<file path="config.mk">
export PLATFORM = sky130hd
export DESIGN_NAME = wpps_term
export DESIGN_NICKNAME = d
export VERILOG_FILES = /design/src/rtl/wpps_pkg.sv /design/src/rtl/wpps_term.sv
export SDC_FILE = /design/constraint.sdc
export NUM_CORES = 2
export LEC_CHECK = 0
export BUFFER_PORTS_ARGS = -buffer_cell sky130_fd_sc_hd__buf_4
export CAP_MARGIN = 20
export CORE_ASPECT_RATIO = 1.2
export CORE_MARGIN = 2
export CORE_UTILIZATION = 60
export DETAILED_ROUTE_END_ITERATION = 6
export PLACE_DENSITY = 0.77
export RECOVER_POWER = 25
export REMOVE_ABC_BUFFERS = 1
export SLEW_MARGIN = 20
export SYNTH_ARGS = -nofsm -noshare
export SYNTH_HDL_FRONTEND = slang
export SYNTH_SLANG_ARGS = --single-unit
</file>
<file path="constraint.sdc">
create_clock -name i_clk -period 14.9 [get_ports i_clk]
set_input_delay 2.98 -clock i_clk [delete_from_list [all_inputs] [get_ports i_clk]]
set_output_delay 2.98 -clock i_clk [all_outputs]
set_load 0.01 [all_outputs]
</file>
<file path="src/rtl/wpps_pkg.sv">
// Shared constants for the wheel position PID servo.
`timescale 1ns / 1ps
package wpps_pkg;

    // item kinds carried on the input tuser
    localparam logic [1:0] CMD_EDGE  = 2'd0;
    localparam logic [1:0] CMD_TICK  = 2'd1;
    localparam logic [1:0] CMD_START = 2'd2;

    // configuration register indexes
    localparam logic [2:0] CFG_GAIN_P   = 3'd0;
    localparam logic [2:0] CFG_GAIN_I   = 3'd1;
    localparam logic [2:0] CFG_GAIN_D   = 3'd2;
    localparam logic [2:0] CFG_LIMIT    = 3'd3;
    localparam logic [2:0] CFG_WINDOW   = 3'd4;

    localparam int GAIN_W   = 32;
    localparam int LIMIT_W  = 10;
    localparam int WINDOW_W = 16;
    localparam int FRAC_W   = 24;
    localparam int TERM_W   = 16;

    localparam logic [GAIN_W-1:0]   GAIN_P_RST = 32'd41943040;
    localparam logic [GAIN_W-1:0]   GAIN_I_RST = 32'd2;
    localparam logic [GAIN_W-1:0]   GAIN_D_RST = 32'd33554432;
    localparam logic [LIMIT_W-1:0]  LIMIT_RST  = 10'd55;
    localparam logic [WINDOW_W-1:0] WINDOW_RST = 16'd4;

    typedef logic signed [TERM_W-1:0] t_term;

endpackage

</file>
<file path="src/rtl/wpps_term.sv">
// One PID term: registered Q8.24 multiply, then truncation and int16 saturation.
`timescale 1ns / 1ps
module wpps_term (
    input  logic                               i_clk,
    input  logic                               i_en,
    input  logic [wpps_pkg::GAIN_W-1:0]        i_gain,
    input  logic signed [32:0]                 i_operand,
    output wpps_pkg::t_term                    o_term
);

    logic [32:0] w_mag33;
    logic [31:0] w_mag;
    logic [63:0] r_prod;
    logic        r_neg;
    logic [39:0] w_q;

    // operand magnitude never exceeds 2^32 - 1
    assign w_mag33 = i_operand[32] ? (33'd0 - i_operand) : i_operand;
    assign w_mag   = w_mag33[31:0];

    always_ff @(posedge i_clk) begin
        if (i_en) begin
            r_prod <= w_mag * i_gain;
            r_neg  <= i_operand[32];
        end
    end

    assign w_q = r_prod[63:wpps_pkg::FRAC_W];

    always_comb begin
        if (r_neg) begin
            if (w_q >= 40'd32768) begin
                o_term = 16'sh8000;
            end else begin
                o_term = wpps_pkg::t_term'(16'd0 - w_q[15:0]);
            end
        end else begin
            if (w_q > 40'd32767) begin
                o_term = 16'sh7FFF;
            end else begin
                o_term = wpps_pkg::t_term'(w_q[15:0]);
            end
        end
    end

endmodule

</file>
==> impl_metrics.ini <==
[drt]
wl_per_cell_um = 22.4
routed_wl_mm = 101
drtAntennaViolNets = 0
vias = 26600
drt-pass1-iter-count = 7
drt_iter0_drc = 2110
vias_per_cell = 5.90
drc_errors = 0

[sta]
slew_viol_final = 74
fin_crit_ps = 13100
whs_ps = 3690
setup-tns-final_ps = 0
relSlewSlack_pct = -70.3
setup_violations = 0
period_share_pct = 87.9
tightest_slew_ps = 2560
max_freq_mhz = 76.4
rsz0062_at_grt = false
hold_viol = 0

[logic_synthesis]
ys_warn_count = 0
synth_top_area_share_pct = 50.9
synth-seq-cells = 41
syn_inst = 3848
ys_seq_area_share_pct = 3.50
ys.flop_type = edfxtp_1
synth_area_um2 = 35200
yosys-top-cells-area = fa_1 (51%), and2_1 (10%), inv_1 (9.4%), ha_1 (9.3%), nand2_1 (5.4%)
synth_area_per_cell_um2 = 9.14
ys_types = 58
synth-edff-count = 41
ys_async_sr_fraction_pct = 0
synth_area_leader_cell = fa_1

[clock_network]
cts_hold_buf = 0
numCtsBuffers = 5
cts_root_buf = clkbuf_16
clock_path_buffers = 2
cts_tree = built
h-tree-depth = 2
cts_sinks = 41
clkTransAtPathRegs_ps = 60
post_cts_resize_count = 0
cts_setup_buffers = 0

[setup_path]
startpoint_type = primary input
crit_type = in2reg
worstPathRequired_ps = 14940
crit_family = adder cells
end_kind = flip-flop
critPathBufInv = 6
crit_fanout = 20
slowest_delay_ps = 580
cp.arrival_ps = 13140
cp_common_cell = fa_1
crit_slowest_cell = a221oi_1

[floorplanning]
coreArea_um2 = 58100
die_h_um = 269
die_w_um = 225
rows = 97
dieArea_um2 = 60600
io_pins = 83
initial_core_util_pct = 60.5

[place]
place_area_um2 = 36400
io_buffers = 82
gp_congestion = 1.01
dp_hpwl_mm = 76.3

[global_route]
grt_usage_pct = 35.0
grt_util_met2_pct = 59.5
use_met1_pct = 42.2
grt-busiest-layer = met2
grt_pass1_wl_mm = 161
antenna_found_initial = 3
grt_overflow = 0
grt_max_degree = 42
use_met3_pct = 6.92
grt_pass1_vias = 29600

[final_layout]
insertedDiodeCount = 0
final_cell_mix = fa_1 (895), inv_1 (877), and2_1 (587)
layout_commonest_cell = fa_1
layout.nets = 4982
fill_cells = 4765
syn_to_final_growth_pct = 4.03
stdcell_area_um2 = 36600
drive_gt1_share_pct = 4.31

[status]
status = complete, but fails checks
failed_checks = capacitance limit, slew limit

[flow_run]
drv_cap = 2

[hold_path]
holdCritPathClass = in2reg
-- flip-flops by register name, indices dropped and copies added (netlist names) --
signal  count
r_prod     40
r_neg       1
-- cell usage after synthesis (2+ instances only) --
cell type,n
nand2b_1,4
nand2_1,510
inv_1,877
a31oi_1,5
and2_1,587
or3_1,11
nor4_1,7
a211oi_1,5
o211ai_1,6
a21o_1,34
fa_1,895
nand3_1,21
xor2_1,22
nor2b_1,7
o41ai_1,5
edfxtp_1,41
nor3_1,14
and4_1,5
buf_2,2
xnor2_1,52
o21bai_1,12
or4_4,3
nand4_1,17
o41a_1,2
and3_1,6
nor2_1,42
clkbuf_1,211
a21oi_1,64
o311ai_0,10
o31a_1,5
o31ai_1,9
o21a_1,8
a2111oi_0,2
o21ai_0,51
a211o_1,2
ha_1,262
or4_1,8
a221oi_1,4
-- stage by stage --
step,instances,worst slack [ps],util [%]
6_report,4500,1800,63.0
5_1_grt,4500,1380,63.0
4_1_cts,4499,1910,62.9
3_5_place_dp,4492,1690,62.6
3_3_place_gp,4492,1810,62.6
2_1_floorplan,3634,2390,-
-- cells by family after synthesis --
family | after synthesis | share of synthesized area, %
AND/OR/NAND/NOR | 1247 | 18.3
adder cells (fa/ha/maj) | 1157 | 60.2
buffers and inverters | 1091 | 11.7
AO/OA/AOI/OAI | 236 | 4.39
XOR/XNOR | 74 | 1.84
flip-flops | 41 | 3.50
multiplexers | 2 | 0.0605
-- path summary, 6_finish.rpt --
check / cells after the start / end / start / slack, ps
worst max-delay path: 32 / r_prod[57]$_DFFE_PP_ / i_operand[4] / 1800
worst min-delay path: 1 / r_neg$_DFFE_PP_ / i_operand[32] / 3690
-- per-layer routing --
metal | wire length, µm | part of all wire [%]
met1 | 35000 | 35
met4 | 6230 | 6.2
met2 | 50200 | 50
met3 | 9240 | 9.2
met5 | 28 | 0.028
-- layout make-up --
class / instances / area, µm² / area share [%]
well taps: 742 / 928 / 2.54
clock buffers: 5 / 125 / 0.342
clock inverters: 2 / 35.0 / 0.0957
flip-flops and latches: 41 / 1230 / 3.36
multi-input cells: 2716 / 30100 / 82.3
repair buffers: 117 / 875 / 2.39
inverters: 877 / 3290 / 9.00
Power is left out: the tool's default activity adds up to more than one toggle a clock period on the data nets, which glitch-free logic cannot reach.
